===== config.mk =====
export PLATFORM = sky130hd
export DESIGN_NAME = uart_rx_tx_ring_buffers_core
export DESIGN_NICKNAME = d
export VERILOG_FILES = /design/src/hdl/urtb_pkg.sv /design/src/hdl/urtb_ram.sv /design/src/hdl/urtb_ctrl.sv /design/src/hdl/urtb_dpath.sv /design/src/hdl/uart_rx_tx_ring_buffers_core.sv
export SDC_FILE = /design/constraint.sdc
export NUM_CORES = 1
export LEC_CHECK = 0
export CORE_MARGIN = 2
export CORE_UTILIZATION = 32
export CTS_CLUSTER_DIAMETER = 40
export DETAILED_ROUTE_END_ITERATION = 10
export DONT_BUFFER_PORTS = 1
export SLEW_MARGIN = 20
export SYNTH_ARGS = -nofsm -noshare
export SYNTH_HDL_FRONTEND = slang
export SYNTH_SLANG_ARGS = --single-unit

===== constraint.sdc =====
create_clock -name i_clk -period 5.49 [get_ports i_clk]
set_input_delay 0.8235 -clock i_clk [delete_from_list [all_inputs] [get_ports i_clk]]
set_output_delay 0.8235 -clock i_clk [all_outputs]
set_load 0.03 [all_outputs]

===== src/hdl/urtb_pkg.sv =====
`timescale 1ns / 1ps
// ----------------------------------------------------------------------------
// urtb_pkg
// Types and constants shared by the UART receive/transmit ring buffer core.
// ----------------------------------------------------------------------------
package urtb_pkg;

    // Operation codes carried in the opcode field of an input item
    localparam logic [2:0] OP_HOST_READ  = 3'd0;
    localparam logic [2:0] OP_HOST_WRITE = 3'd1;
    localparam logic [2:0] OP_LINE_RX    = 3'd2;
    localparam logic [2:0] OP_TX_DONE    = 3'd3;
    localparam logic [2:0] OP_CLEAR_RX   = 3'd4;
    localparam logic [2:0] OP_READ_OVF   = 3'd5;

    // Configuration register indexes
    localparam int          CFG_IDX_W   = 1;
    localparam int          CFG_DATA_W  = 7;
    localparam logic [0:0]  CFG_RX_SIZE = 1'd0;
    localparam logic [0:0]  CFG_TX_SIZE = 1'd1;

    // Smallest usable ring length
    localparam int          MIN_LEN     = 2;

    // Input item
    typedef struct packed {
        logic [2:0] opcode;
        logic [7:0] data;
        logic [2:0] line_errors;
    } t_in_item;

    // Result item
    typedef struct packed {
        logic       done_res;
        logic [7:0] read_byte;
        logic       send_now;
        logic [7:0] send_byte;
        logic       overflow_seen;
        logic [2:0] last_line_errors;
    } t_out_item;

    // Controller to datapath commands
    typedef struct packed {
        logic load;   // latch the accepted item
        logic exec;   // apply the item to the rings and flags
        logic emit;   // result is on the output this cycle
    } t_ctrl_cmd;

endpackage


===== src/hdl/urtb_ram.sv =====
`timescale 1ns / 1ps
// ----------------------------------------------------------------------------
// urtb_ram
// Generic single-write, single-read RAM with registered read data.
// ----------------------------------------------------------------------------
module urtb_ram #(
    parameter int WIDTH = 8,
    parameter int DEPTH = 64
) (
    input  logic                     i_clk,
    input  logic                     i_we,
    input  logic [$clog2(DEPTH)-1:0] i_waddr,
    input  logic [WIDTH-1:0]         i_wdata,
    input  logic [$clog2(DEPTH)-1:0] i_raddr,
    output logic [WIDTH-1:0]         o_rdata
);
    logic [WIDTH-1:0] r_mem [DEPTH];
    logic [WIDTH-1:0] r_rdata;

    // Write port and registered read port
    always_ff @(posedge i_clk) begin
        if (i_we) begin
            r_mem[i_waddr] <= i_wdata;
        end
        r_rdata <= r_mem[i_raddr];
    end

    assign o_rdata = r_rdata;

endmodule


===== src/hdl/urtb_ctrl.sv =====
`timescale 1ns / 1ps
// ----------------------------------------------------------------------------
// urtb_ctrl
// Item sequencer: accept, execute, present result.
// ----------------------------------------------------------------------------
module urtb_ctrl (
    input  logic               i_clk,
    input  logic               i_rst_n,
    input  logic               start,
    output logic               busy,
    output urtb_pkg::t_ctrl_cmd o_cmd
);
    import urtb_pkg::*;

    typedef enum logic [2:0] {
        S_IDLE = 3'b001,
        S_EXEC = 3'b010,
        S_RESP = 3'b100
    } t_state;

    t_state r_state;
    t_state n_state;
    logic   accept;

    // New item taken whenever execute is not in progress
    assign busy   = (r_state == S_EXEC);
    assign accept = start && !busy;

    // Next state
    always_comb begin
        n_state = r_state;
        unique case (r_state)
            S_IDLE:  n_state = accept ? S_EXEC : S_IDLE;
            S_EXEC:  n_state = S_RESP;
            S_RESP:  n_state = accept ? S_EXEC : S_IDLE;
            default: n_state = S_IDLE;
        endcase
    end

    always_ff @(posedge i_clk) begin
        if (!i_rst_n) begin
            r_state <= S_IDLE;
        end else begin
            r_state <= n_state;
        end
    end

    // Commands to the datapath
    assign o_cmd.load = accept;
    assign o_cmd.exec = (r_state == S_EXEC);
    assign o_cmd.emit = (r_state == S_RESP);

endmodule


===== src/hdl/urtb_dpath.sv =====
`timescale 1ns / 1ps
// ----------------------------------------------------------------------------
// urtb_dpath
// Ring indices, flags, size registers and the two byte stores.
// ----------------------------------------------------------------------------
module urtb_dpath #(
    parameter int RX_DEPTH = 64,
    parameter int TX_DEPTH = 64
) (
    input  logic                                i_clk,
    input  logic                                i_rst_n,
    input  urtb_pkg::t_ctrl_cmd                 i_cmd,
    input  urtb_pkg::t_in_item                  i_item,
    input  logic                                i_cfg_we,
    input  logic [urtb_pkg::CFG_IDX_W-1:0]      i_cfg_idx,
    input  logic [urtb_pkg::CFG_DATA_W-1:0]     i_cfg_wdata,
    output urtb_pkg::t_out_item                 o_result
);
    import urtb_pkg::*;

    localparam int RIW = $clog2(RX_DEPTH);
    localparam int RLW = $clog2(RX_DEPTH + 1);
    localparam int TIW = $clog2(TX_DEPTH);
    localparam int TLW = $clog2(TX_DEPTH + 1);
    localparam int RX_RST_LEN = (RX_DEPTH < 64) ? RX_DEPTH : 64;
    localparam int TX_RST_LEN = (TX_DEPTH < 64) ? TX_DEPTH : 64;

    // Latched item
    t_in_item       r_item;

    // Ring state
    logic [RLW-1:0] r_rx_len;
    logic [TLW-1:0] r_tx_len;
    logic [RIW-1:0] r_rx_rd, n_rx_rd, r_rx_wr, n_rx_wr;
    logic [TIW-1:0] r_tx_rd, n_tx_rd, r_tx_wr, n_tx_wr;
    logic           r_tx_busy, n_tx_busy;
    logic           r_ovf, n_ovf;
    logic [2:0]     r_err, n_err;

    // Result registers
    logic           r_done, n_done;
    logic           r_rd_ok, n_rd_ok;
    logic           r_snow, n_snow;
    logic           r_snow_ram, n_snow_ram;
    logic           r_ovf_seen;

    // Ring helpers
    logic [RLW-1:0] rx_rd_inc, rx_wr_inc;
    logic [TLW-1:0] tx_rd_inc, tx_wr_inc;
    logic [RIW-1:0] rx_rd_adv, rx_wr_adv;
    logic [TIW-1:0] tx_rd_adv, tx_wr_adv;
    logic           rx_empty, rx_full, tx_empty, tx_full;
    logic           rx_we, tx_we;
    logic [7:0]     rx_rdata, tx_rdata;
    logic [RLW-1:0] rx_cfg_len;
    logic [TLW-1:0] tx_cfg_len;

    // Index advance with wrap at the ring length in use
    assign rx_rd_inc = RLW'(r_rx_rd) + RLW'(1);
    assign rx_wr_inc = RLW'(r_rx_wr) + RLW'(1);
    assign tx_rd_inc = TLW'(r_tx_rd) + TLW'(1);
    assign tx_wr_inc = TLW'(r_tx_wr) + TLW'(1);
    assign rx_rd_adv = (rx_rd_inc >= r_rx_len) ? '0 : rx_rd_inc[RIW-1:0];
    assign rx_wr_adv = (rx_wr_inc >= r_rx_len) ? '0 : rx_wr_inc[RIW-1:0];
    assign tx_rd_adv = (tx_rd_inc >= r_tx_len) ? '0 : tx_rd_inc[TIW-1:0];
    assign tx_wr_adv = (tx_wr_inc >= r_tx_len) ? '0 : tx_wr_inc[TIW-1:0];

    assign rx_empty = (r_rx_rd == r_rx_wr);
    assign rx_full  = (rx_wr_adv == r_rx_rd);
    assign tx_empty = (r_tx_rd == r_tx_wr);
    assign tx_full  = (tx_wr_adv == r_tx_rd);

    // Size write, saturated to the usable range
    always_comb begin
        if (int'(i_cfg_wdata) < MIN_LEN) begin
            rx_cfg_len = RLW'(MIN_LEN);
        end else if (int'(i_cfg_wdata) > RX_DEPTH) begin
            rx_cfg_len = RLW'(RX_DEPTH);
        end else begin
            rx_cfg_len = RLW'(i_cfg_wdata);
        end
        if (int'(i_cfg_wdata) < MIN_LEN) begin
            tx_cfg_len = TLW'(MIN_LEN);
        end else if (int'(i_cfg_wdata) > TX_DEPTH) begin
            tx_cfg_len = TLW'(TX_DEPTH);
        end else begin
            tx_cfg_len = TLW'(i_cfg_wdata);
        end
    end

    // Operation decode
    always_comb begin
        n_rx_rd    = r_rx_rd;
        n_rx_wr    = r_rx_wr;
        n_tx_rd    = r_tx_rd;
        n_tx_wr    = r_tx_wr;
        n_tx_busy  = r_tx_busy;
        n_ovf      = r_ovf;
        n_err      = r_err;
        n_done     = 1'b0;
        n_rd_ok    = 1'b0;
        n_snow     = 1'b0;
        n_snow_ram = 1'b0;
        rx_we      = 1'b0;
        tx_we      = 1'b0;
        unique case (r_item.opcode)
            OP_HOST_READ: begin
                if (!rx_empty) begin
                    n_done  = 1'b1;
                    n_rd_ok = 1'b1;
                    n_rx_rd = rx_rd_adv;
                end
            end
            OP_HOST_WRITE: begin
                if (!r_tx_busy) begin
                    // transmitter idle: hand the byte over directly
                    n_tx_busy = 1'b1;
                    n_snow    = 1'b1;
                    n_done    = 1'b1;
                end else if (!tx_full) begin
                    tx_we   = 1'b1;
                    n_tx_wr = tx_wr_adv;
                    n_done  = 1'b1;
                end
            end
            OP_LINE_RX: begin
                n_err = r_item.line_errors;
                if (rx_full) begin
                    n_ovf = 1'b1;
                end else begin
                    rx_we   = 1'b1;
                    n_rx_wr = rx_wr_adv;
                end
            end
            OP_TX_DONE: begin
                if (r_tx_busy) begin
                    if (!tx_empty) begin
                        n_snow     = 1'b1;
                        n_snow_ram = 1'b1;
                        n_tx_rd    = tx_rd_adv;
                    end else begin
                        n_tx_busy = 1'b0;
                    end
                end
            end
            OP_CLEAR_RX: n_rx_wr = r_rx_rd;
            OP_READ_OVF: n_ovf = 1'b0;
            default: ;
        endcase
    end

    // Control state
    always_ff @(posedge i_clk) begin
        if (!i_rst_n) begin
            r_rx_len  <= RLW'(RX_RST_LEN);
            r_tx_len  <= TLW'(TX_RST_LEN);
            r_rx_rd   <= '0;
            r_rx_wr   <= '0;
            r_tx_rd   <= '0;
            r_tx_wr   <= '0;
            r_tx_busy <= 1'b0;
            r_ovf     <= 1'b0;
            r_err     <= '0;
        end else begin
            if (i_cfg_we && (i_cfg_idx == CFG_RX_SIZE)) begin
                r_rx_len <= rx_cfg_len;
            end
            if (i_cfg_we && (i_cfg_idx == CFG_TX_SIZE)) begin
                r_tx_len <= tx_cfg_len;
            end
            if (i_cmd.exec) begin
                r_rx_rd   <= n_rx_rd;
                r_rx_wr   <= n_rx_wr;
                r_tx_rd   <= n_tx_rd;
                r_tx_wr   <= n_tx_wr;
                r_tx_busy <= n_tx_busy;
                r_ovf     <= n_ovf;
                r_err     <= n_err;
            end
        end
    end

    // Item latch and result flags
    always_ff @(posedge i_clk) begin
        if (i_cmd.load) begin
            r_item <= i_item;
        end
        if (i_cmd.exec) begin
            r_done     <= n_done;
            r_rd_ok    <= n_rd_ok;
            r_snow     <= n_snow;
            r_snow_ram <= n_snow_ram;
            r_ovf_seen <= (r_item.opcode == OP_READ_OVF) ? r_ovf : n_ovf;
        end
    end

    // Byte stores; read data lands for the result cycle
    urtb_ram #(.WIDTH(8), .DEPTH(RX_DEPTH)) u_rx_ram (
        .i_clk   (i_clk),
        .i_we    (i_cmd.exec && rx_we),
        .i_waddr (r_rx_wr),
        .i_wdata (r_item.data),
        .i_raddr (r_rx_rd),
        .o_rdata (rx_rdata)
    );

    urtb_ram #(.WIDTH(8), .DEPTH(TX_DEPTH)) u_tx_ram (
        .i_clk   (i_clk),
        .i_we    (i_cmd.exec && tx_we),
        .i_waddr (r_tx_wr),
        .i_wdata (r_item.data),
        .i_raddr (r_tx_rd),
        .o_rdata (tx_rdata)
    );

    // Result fields
    assign o_result.done_res         = r_done;
    assign o_result.read_byte        = r_rd_ok ? rx_rdata : 8'd0;
    assign o_result.send_now         = r_snow;
    assign o_result.send_byte        = !r_snow   ? 8'd0 :
                                       r_snow_ram ? tx_rdata : r_item.data;
    assign o_result.overflow_seen    = r_ovf_seen;
    assign o_result.last_line_errors = r_err;

endmodule


===== src/hdl/uart_rx_tx_ring_buffers_core.sv =====
`timescale 1ns / 1ps
// ----------------------------------------------------------------------------
// uart_rx_tx_ring_buffers_core
// UART byte buffering: receive ring and transmit ring with host/line ops.
// ----------------------------------------------------------------------------
// Usage:
//   Command channel: an item (opcode, data, line_errors) is taken at a clock
//   edge where start is high and busy is low. Result channel: one result per
//   item, shown on o_result for one cycle with o_result_valid high; it must
//   be captured then, there is no hold-off.
//   Sequence: the accepting edge leads into the execute cycle, then the
//   result cycle, whose read data comes from the registered RAM read port.
//   Overlap: busy is high only in the execute cycle, so the next item is
//   taken while the previous result is shown.
//   Configuration: i_cfg_we writes ring length register i_cfg_idx (0 receive,
//   1 transmit), saturated to 2..depth. The user must write it only while no
//   item is in flight; the block itself does not enforce this.
//   Reset: indices, flags, error bits cleared, lengths set to 64 (or depth);
//   ring contents are not cleared and need no clearing pass.
// ----------------------------------------------------------------------------
module uart_rx_tx_ring_buffers_core #(
    parameter int RX_DEPTH = 64,
    parameter int TX_DEPTH = 64
) (
    input  logic                            i_clk,
    input  logic                            i_rst_n,
    input  logic                            start,
    output logic                            busy,
    input  urtb_pkg::t_in_item              i_item,
    output logic                            o_result_valid,
    output urtb_pkg::t_out_item             o_result,
    input  logic                            i_cfg_we,
    input  logic [urtb_pkg::CFG_IDX_W-1:0]  i_cfg_idx,
    input  logic [urtb_pkg::CFG_DATA_W-1:0] i_cfg_wdata
);
    import urtb_pkg::*;

    t_ctrl_cmd cmd;

    // Sequencer
    urtb_ctrl u_ctrl (
        .i_clk   (i_clk),
        .i_rst_n (i_rst_n),
        .start   (start),
        .busy    (busy),
        .o_cmd   (cmd)
    );

    // Rings and flags
    urtb_dpath #(.RX_DEPTH(RX_DEPTH), .TX_DEPTH(TX_DEPTH)) u_dpath (
        .i_clk       (i_clk),
        .i_rst_n     (i_rst_n),
        .i_cmd       (cmd),
        .i_item      (i_item),
        .i_cfg_we    (i_cfg_we),
        .i_cfg_idx   (i_cfg_idx),
        .i_cfg_wdata (i_cfg_wdata),
        .o_result    (o_result)
    );

    assign o_result_valid = cmd.emit;

    // Every accepted item is followed by its execute cycle and then its result strobe
    a_result_follows: assert property (@(posedge i_clk) disable iff (!i_rst_n)
        (start && !busy) |=> busy ##1 o_result_valid)
        else $error("result strobe missing after accepted item");

    // Execute and result cycles never overlap
    a_valid_not_busy: assert property (@(posedge i_clk) disable iff (!i_rst_n)
        o_result_valid |-> !busy)
        else $error("result shown during execute");

    // A byte is only returned by a successful host operation
    a_read_zero: assert property (@(posedge i_clk) disable iff (!i_rst_n)
        (o_result_valid && !o_result.done_res) |-> (o_result.read_byte == 8'd0))
        else $error("read byte nonzero without success");

    // Send byte is zero when nothing goes to the line
    a_send_zero: assert property (@(posedge i_clk) disable iff (!i_rst_n)
        (o_result_valid && !o_result.send_now) |-> (o_result.send_byte == 8'd0))
        else $error("send byte nonzero without send");

endmodule


-- After elaboration in Yosys (flattened, before gate mapping)
Memory sizes are Yosys's and may differ from the RTL's. A register that Yosys moved wholly into a read port is not among the register bits.
Cells that the tools add are included.
- memories kept: 2
- input port bits: 26
- RAM bits: 1024
- logic and storage cells: 96
- bits in registers: 65
- add/sub/neg operators: 4
- muxes and demuxes: 33
- eq/ne operators: 13
- bitwise operators: 4
- reduce and logical (&&, ||, !) cells: 16
- $lt $le $gt $ge: 6
- memories (memory ; words ; bits a word ; read ports ; clocked after memory_dff ; wr ports ; line ; text):
    u_dpath.u_rx_ram.r_mem ; 64 ; 8 ; 1 ; 1 ; 1 ; urtb_ram.sv:17 ; logic [WIDTH-1:0] r_mem [DEPTH];
    u_dpath.u_tx_ram.r_mem ; 64 ; 8 ; 1 ; 1 ; 1 ; urtb_ram.sv:17 ;
- operators by type and width (kind ; count):
    6-bit 2-to-1 mux ; 5
    6-bit by 1-bit adder with 7-bit output (second input constant) ; 4
    7-bit greater-or-equal comparator ; 4
    6-bit == test ; 4
    8-bit 2-to-1 mux ; 3
    1-bit 2-to-1 mux ; 16
    7-bit 2-to-1 mux ; 2
    6-bit case mux with 2 select lines ; 1
    3-bit by 2-bit == test with 1-bit output (second input constant) ; 3
    3-bit == test (second input constant) ; 3
    1-bit case mux with 2 select lines ; 4
    4-bit AND reduction ; 2
    7-bit greater-than comparator (second input constant) ; 1
    7-bit by 2-bit < comparator with 1-bit output (second input constant) ; 1
    3-bit by 1-bit == test with 1-bit output (second input constant) ; 2
    3-bit case mux with 2 select lines ; 1
    3-bit AND reduction ; 2
    1-bit logical AND ; 5
    1-bit NOT ; 4
    2-bit AND reduction ; 2
    2-bit nonzero test ; 2
    3-bit zero test ; 1
    2-bit 2-to-1 mux ; 1
    2-bit inequality test (second input constant) ; 1
    other kinds (2) ; 2

-- Logic depth before layout (Yosys ltp)
Gate-level depths: netlist of the first run.
- depth after elaboration: 10
- gate-level depth with buffers: 14
- gate-level depth less buffers: 12

-- By module
From an unflattened synthesis of the first run, not the netlist that was laid out.
- cell total of the unflattened synthesis: 2403
- area, all modules: 44919.3 sq um
- modules (own cells, without submodules) (module ; instances ; cells each ; area an instance (sq um)):
    urtb_ram ; 2 ; 940 ; 20166.8
    urtb_dpath ; 1 ; 509 ; 4431.8
    urtb_ctrl ; 1 ; 14 ; 153.9

-- Worst setup path before layout of the first run
OpenSTA, ideal clock, no wires.
- path type: reg-to-reg
- start: register u_dpath.r_rx_wr[0]
- end: memory u_dpath.u_rx_ram.r_mem[46][0] (enable)
- arrival: 3.828 ns
- path slack: 1.268 ns
- setup time: 0.395 ns
- stages on the path, launching flop included: 15
- path through: dfxtp_1 -> ha_1 -> nand3_1 -> xor2_1 -> inv_1 -> ha_1 -> a21o_1 -> a221o_1 -> a41o_1 -> buf_6 -> o21a_1 -> o221ai_4 -> o21ai_4 -> buf_6 -> nor4_1
- word-level cells in the longest chain between the ends: 9
- ends and longest elaborated chain (item ; line ; text):
    start: declaration ; urtb_dpath.sv:34 ; logic [RIW-1:0] r_rx_rd, n_rx_rd, r_rx_wr, n_rx_wr;
    start signal: assignment ; urtb_dpath.sv:173 ; r_rx_wr <= n_rx_wr;
    6-bit by 1-bit adder with 7-bit output ; urtb_dpath.sv:60 ; assign rx_wr_inc = RLW'(r_rx_wr) + RLW'(1);
    7-bit greater-or-equal comparator ; urtb_dpath.sv:64 ; assign rx_wr_adv = (rx_wr_inc >= r_rx_len) ? '0 : rx_wr_inc[RIW-1:0];
    6-bit 2-to-1 mux ; urtb_dpath.sv:64 ;
    6-bit == test ; urtb_dpath.sv:69 ; assign rx_full = (rx_wr_adv == r_rx_rd);
    1-bit 2-to-1 mux ; urtb_dpath.sv:128 ; if (rx_full) begin
    1-bit 2-to-1 mux ; urtb_dpath.sv:106 ; unique case (r_item.opcode)
    1-bit logical AND ; urtb_dpath.sv:200 ; .i_we (i_cmd.exec && rx_we),
    1-bit 2-to-1 mux ; urtb_ram.sv:22 ; if (i_we) begin
    1-bit 2-to-1 mux (implied by the code) ; urtb_ram.sv:23 ; r_mem[i_waddr] <= i_wdata;
    end: declaration ; urtb_ram.sv:17 ;
Several ways; a longest one is shown, not always the timed one.

-- Worst setup path in the final report of the first run
- start: register u_dpath.r_rx_wr[1]
- end: memory u_dpath.u_rx_ram.r_mem[33][2] (enable)
Same word-level chain as after synthesis.

==> results.cfg, run 1 <==
[drt]
met1_length_um = 42400
totalWireLength_um = 103000
vias_per_cell = 5.19
highest_layer = met5
vias = 21311
drt_iter0_markers = 2309
ant_nets = 0
met3_wirelength_um = 8940
wl_per_cell_um = 25.0
wl_met2_um = 48700
first_pass_iters = 7
drc = 0

[die]
start_util = 0.323
die-area_sq_um = 142000
fp.dieH_um = 377
ios = 50
core-area_sq_um = 138000
rows = 136
die_w_um = 377

[critical_path]
startpoint = u_dpath.r_rx_wr[1]
path_common_cell = ha_1
critPathSlowestCell = nor3_1
worstPathMaxFanout = 11
r2r_start = u_dpath.r_rx_wr[1]
worstSetupEndpoint = u_dpath.u_rx_ram.r_mem[33][2]
cpPeakStageDelay_ns = 0.83
required_ns = 5.81
cp-end-kind = flop
cp_data_arrival_time_ns = 5.35
crit_type = flop to flop
r2r-end = u_dpath.u_rx_ram.r_mem[33][2]
worst_setup_path_start_kind = flop
r2r_setup_slack_ns = 0.46
r2r_cells = 13
crit_path_cell_trace = ha_1 > nand3_1 > xor2_1 > inv_1 > ha_1 > a21o_1 > a221o_1 > a41o_1 > nor2_4 > xor2_2 > o211ai_1 > buf_4 > nor3_1

[clock_network]
clkTransAtPathRegs_ns = 0.06
clock_sinks = 1105
ctsHoldBuffers = 0
cts_buffers = 114
insertion_delay_ns = 0.71
cts_setup_buffers = 0
ctsLongestPathBuffers = 3
cts_resized = 0
clockRootBuffer = clkbuf_16
htreeDepth = 3
cts_tree = built

[synthesis]
syn_area_sq_um = 44400
synth_edf_count = 1043
yosys.area.top_type_share = 0.705
synth_area_leaders = edfxtp_1 71%, mux4_2 17%, dfxtp_1 2.8%, nor2_1 0.97%, ha_1 0.90%
synth_area_leader_cell = edfxtp_1
synth_ff_type = edfxtp_1
syn_area_per_cell_sq_um = 20.8
synth_seq_cells = 1105
synth_most_common_cell = edfxtp_1
synth-async-reset-ratio = 0
synth_cell_types = 70
synth-seq-area-share = 0.733
synth_common_cells = 1043 x edfxtp_1, 331 x mux4_2, 115 x nor2_1
yosysWarnings = 0
syn_nets = 2193
synth_cells = 2135

[sta]
slew_headroom = 0.272
setup_tns_ns = 0
fin_worst_skew_ns = 0.0304
fin_ws_ns = 0.461
worst_pin_slew_ns = 1.09
drv_slew = 0
finalHoldViolations = 0
max_freq_mhz = 199
period_needed_ns = 5.03
fin_crit_sh = 0.916
rsz0062_at_grt = false
setup_viol = 0
fin_hold_ws_ns = 0.185

[power_and_ir_drop]
power.density_nw_per_um2 = 339
p_clk_frac = 0.448
power.internal_mw = 13.6
peakVddDrop_mv = 0.270
p_total_mw = 17.2
combPwrFrac = 0.013
sw_frac_of_total = 0.205
power_switching_mw = 3.53
sequentialPowerShare = 0.538
power.static_leakage_nw = 15.3

[place]
io_buffers = 0
place_congestion = 0.820
dp_cells = 3893
dp_hpwl_um = 62600
place_area_sq_um = 46800
place_ws_ns = 0.592

[finish]
layout.nets = 2273
drive_gt1_frac = 0.288
area.growth.synth_to_final_pct = 14.0
instances_no_fill = 4110
postLayoutCellArea_sq_um = 50600
final_util = 0.368

[worst_hold_path]
min-delay-start = i_rst_n
hp-class = input port to flop

[grt]
grt_max_degree = 97
antenna_found_initial = 8
overflow = 0
grt_usage = 0.144
grt_pass1_vias = 21804
grt_pass1_wl_um = 150000

[status]
outcome = finished clean

[flow_run]
drv_cap = 0
layout by cell type, fill, tap and decap left out, types with 16 or more instances in the layout:
cell	n
buf_4	90
edfxtp_1	1043
nor2b_1	33
mux2i_1	18
nor2_1	115
xor2_1	21
nand2_1	38
nand3_1	17
mux4_2	331
a21oi_1	34
dfxtp_1	54
clkinv_1	16
nor4_2	24
clkbuf_16	116
ha_1	32
nor3_1	17
clkbuf_1	17
inv_1	24
how the worst min path moves through the flow:
stage,endpoint,depth (start not counted)
after floorplan,u_ctrl.r_state[1],1
after global placement,u_ctrl.r_state[1],1
after detailed placement,u_dpath.r_tx_len[1],2
after CTS,u_dpath.r_tx_len[6],1
after global routing,u_dpath.r_tx_len[6],1
final,u_dpath.r_tx_len[6],1
layer usage:
metal | vias up | global-route usage
li1 | 9016 | -
met1 | 11286 | 0.192
met2 | 855 | 0.228
met3 | 148 | 0.0395
met4 | 6 | 0.0457
met5 | - | 0
critical path: cells and delay by family (launching register included):
family / cells / cell delay [ns]
AO/OA/AOI/OAI: 4 / 1.38
adder cells (fa/ha/maj): 2 / 0.58
AND/OR/NAND/NOR: 3 / 1.09
XOR/XNOR: 2 / 0.68
flip-flops: 1 / 0.48
buffers and inverters: 2 / 0.44
power by group through the flow:
stage | logic (mW) | clock network, mW | registers [mW]
floorplan | 0.0646 | 0 | 9.49
global placement | 0.224 | 0 | 9.42
detailed placement | 0.234 | 0 | 9.42
CTS | 0.234 | 7.85 | 9.24
global route | 0.252 | 8.16 | 9.24
finish | 0.229 | 7.70 | 9.24
state kept, by name (all words and copies together) (netlist names), 3 cells and up:
signal and count:
u_dpath.r_tx_len 7, u_dpath.u_rx_ram.r_mem 512, u_dpath.r_rx_wr 6, u_dpath.r_rx_rd 6, u_dpath.r_item 14, u_dpath.u_rx_ram.o_rdata 8, u_dpath.r_err 3, u_dpath.r_tx_rd 6
u_dpath.u_tx_ram.o_rdata 8, u_dpath.u_tx_ram.r_mem 512, u_dpath.r_tx_wr 6, u_dpath.r_rx_len 7, u_ctrl.r_state 3
logic make-up after synthesis:
logic type,Yosys count,synth area share
xor+xnor,37,0.00746
flops,1105,0.733
buf+inv,157,0.0162
mux,349,0.172
simple gates,346,0.0447
fa+ha+maj,32,0.00901
compound gates,109,0.0177
layout make-up:
cell class | count | area [sq um]
clock inverter | 79 | 786
antenna | 3 | 7.51
inverter | 25 | 93.8
fill | 12270 | 87000
timing repair buffer | 96 | 769
multi-input combinational | 873 | 11200
clock buffer | 135 | 2990
sequential | 1105 | 32600
tap | 1794 | 2240
Note: power is estimated with default switching activity, not from simulation.
==> run 2: changes to the inputs <==
==> constraint.sdc (replaced) <==
create_clock -name i_clk -period 5.9 [get_ports i_clk]
set_input_delay 0.59 -clock i_clk [delete_from_list [all_inputs] [get_ports i_clk]]
set_output_delay 0.59 -clock i_clk [all_outputs]
set_load 0.03 [all_outputs]
==> results.cfg, run 2 (synthesis results as in run 1) <==
[sta]
worst_pin_slew_ns = 1.15
setup_viol = 0
slew_headroom = 0.231
max_freq_mhz = 197
drv_slew = 0
fin_worst_skew_ns = 0.0223
setup_tns_ns = 0
fin_crit_sh = 0.859
rsz0062_at_grt = false
period_needed_ns = 5.07
finalHoldViolations = 0

[power_and_ir_drop]
sw_frac_of_total = 0.210
power.density_nw_per_um2 = 321
power_switching_mw = 3.43
p_clk_frac = 0.460
p_total_mw = 16.4
power.internal_mw = 12.9
sequentialPowerShare = 0.526
peakVddDrop_mv = 0.261
power.static_leakage_nw = 15.4
combPwrFrac = 0.015

[worst_hold_path]
hp-class = input port to flop
holdPathEnd = u_dpath.r_tx_len[1]
hold-path-cell-count = 2
min-delay-start = i_cfg_we

[drt]
vias_per_cell = 5.21
drt_iter0_markers = 2122
first_pass_iters = 5
ant_nets = 0
drc = 0
vias = 21450
wl_per_cell_um = 25.2
totalWireLength_um = 104000

[clock_network]
clockRootBuffer = clkbuf_16
ctsLongestPathBuffers = 3
insertion_delay_ns = 0.72
clkTransAtPathRegs_ns = 0.06
cts_tree = built
cts_setup_buffers = 0
cts_buffers = 116
clock_sinks = 1105
htreeDepth = 3

[grt]
overflow = 0
grt_usage = 0.145
grt_pass1_vias = 21829
grt_max_degree = 130
grt_pass1_wl_um = 152000
antenna_found_initial = 1

[finish]
layout_commonest_cell = edfxtp_1
postLayoutCellArea_sq_um = 51000
layout.nets = 2279
fillers = 12230
area.growth.synth_to_final_pct = 14.7
drive_gt1_frac = 0.289
mostFrequentLayoutCells = 1043 x edfxtp_1, 331 x mux4_2, 118 x clkbuf_16
antenna_cells = 0
reg.largest.list = u_dpath.u_rx_ram.r_mem: 512 flops, u_dpath.u_tx_ram.r_mem: 512 flops, u_dpath.r_item: 14 flops

[die]
ios = 50
core-area_sq_um = 138000
rows = 136
start_util = 0.323
fp.dieH_um = 377
die_w_um = 377
die-area_sq_um = 142000

[critical_path]
worst_setup_path_start_kind = flop
worstPathMaxFanout = 15
cp_data_arrival_time_ns = 5.41
cp-end-kind = flop
crit_type = flop to flop
r2r_setup_slack_ns = 0.83
r2r_cells = 12
r2r-end = u_dpath.u_rx_ram.r_mem[26][3]
required_ns = 6.24
r2r_start = u_dpath.r_rx_wr[2]

[place]
dp_hpwl_um = 62400
io_buffers = 0
place_congestion = 0.817
place_area_sq_um = 46700

[flow_run]
drv_cap = 0

[status]
outcome = finished clean
==> run 2: power by group through the flow <==
stage	logic [mW]	registers (mW)	clock network (mW)
finish	0.238	8.60	7.52
floorplan	0.0601	8.83	0
CTS	0.244	8.60	7.64
detailed placement	0.229	8.77	0
global route	0.258	8.60	7.94
global placement	0.221	8.77	0
==> run 2: how the worst max path moves through the flow <==
stage / cells past startpoint / slack (ns) / endpoint / startpoint
final: 12 / 0.83 / u_dpath.u_rx_ram.r_mem[26][3] / u_dpath.r_rx_wr[2]
after global routing: 11 / 0.52 / u_dpath.u_rx_ram.r_mem[53][3] / u_dpath.r_rx_wr[2]
after CTS: 12 / 0.84 / u_dpath.u_rx_ram.r_mem[26][3] / u_dpath.r_rx_wr[2]
after detailed placement: 12 / 0.84 / u_dpath.u_rx_ram.r_mem[34][5] / u_dpath.r_rx_wr[2]
after global placement: 11 / 1.06 / u_dpath.u_rx_ram.r_mem[53][5] / u_dpath.r_rx_wr[2]
after floorplan: 14 / 1.68 / u_dpath.u_rx_ram.r_mem[46][0] / u_dpath.r_rx_wr[0]
==> run 2: cell type report <==
class                           instances  area [sq um]  area share
Sequential cell                      1105         32600       0.639
Timing Repair Buffer                  100           848      0.0166
Tap cell                             1794          2240      0.0440
Multi-Input combinational cell        873         11200       0.219
Clock buffer                          133          3040      0.0596
Inverter                               25          93.8     0.00184
Clock inverter                         87           988      0.0194
==> run 2: stage by stage <==
| step | util | setup slack, ns | instances | hold WS, ns |
|---|---|---|---|---|
| after floorplan | - | 1.68 | 2135 | 0.433 |
| after detailed placement | 0.339 | 0.843 | 3877 | 0.457 |
| after global routing | 0.370 | 0.519 | 4117 | 0.0262 |
| final | 0.370 | 0.830 | 4117 | 0.0406 |
| after CTS | 0.370 | 0.843 | 4117 | 0.00408 |
| after global placement | 0.339 | 1.06 | 3877 | 0.448 |
==> run 2: per-layer routing <==
metal  share of wire  routed length (um)  vias up  track usage
met4           0.019                1950        2       0.0373
met2            0.48               50100      788        0.234
li1                -                   -     9044            -
met5         0.00019                  20        -            0
met3           0.068                7020      156       0.0281
met1            0.43               44500    11460        0.201
==> run 2: what timing repair did <==
action                    in CTS  in global routing
hold buffers                  20                  0
hold endpoints to repair      46                  0
gates resized for setup        0                  0
==> run 2: worst max-delay path: stages, from the launching register on <==
cell and delay (ns):
dfxtp_1 0.55, nand3_2 0.44, nor2b_2 0.30, xor2_1 0.22
ha_1 0.26, and2_0 0.16, a221o_1 0.31, a41o_1 0.36
nor2_4 0.16, xor2_2 0.43, o21ai_4 0.25, buf_4 0.34
nor4_2 0.89
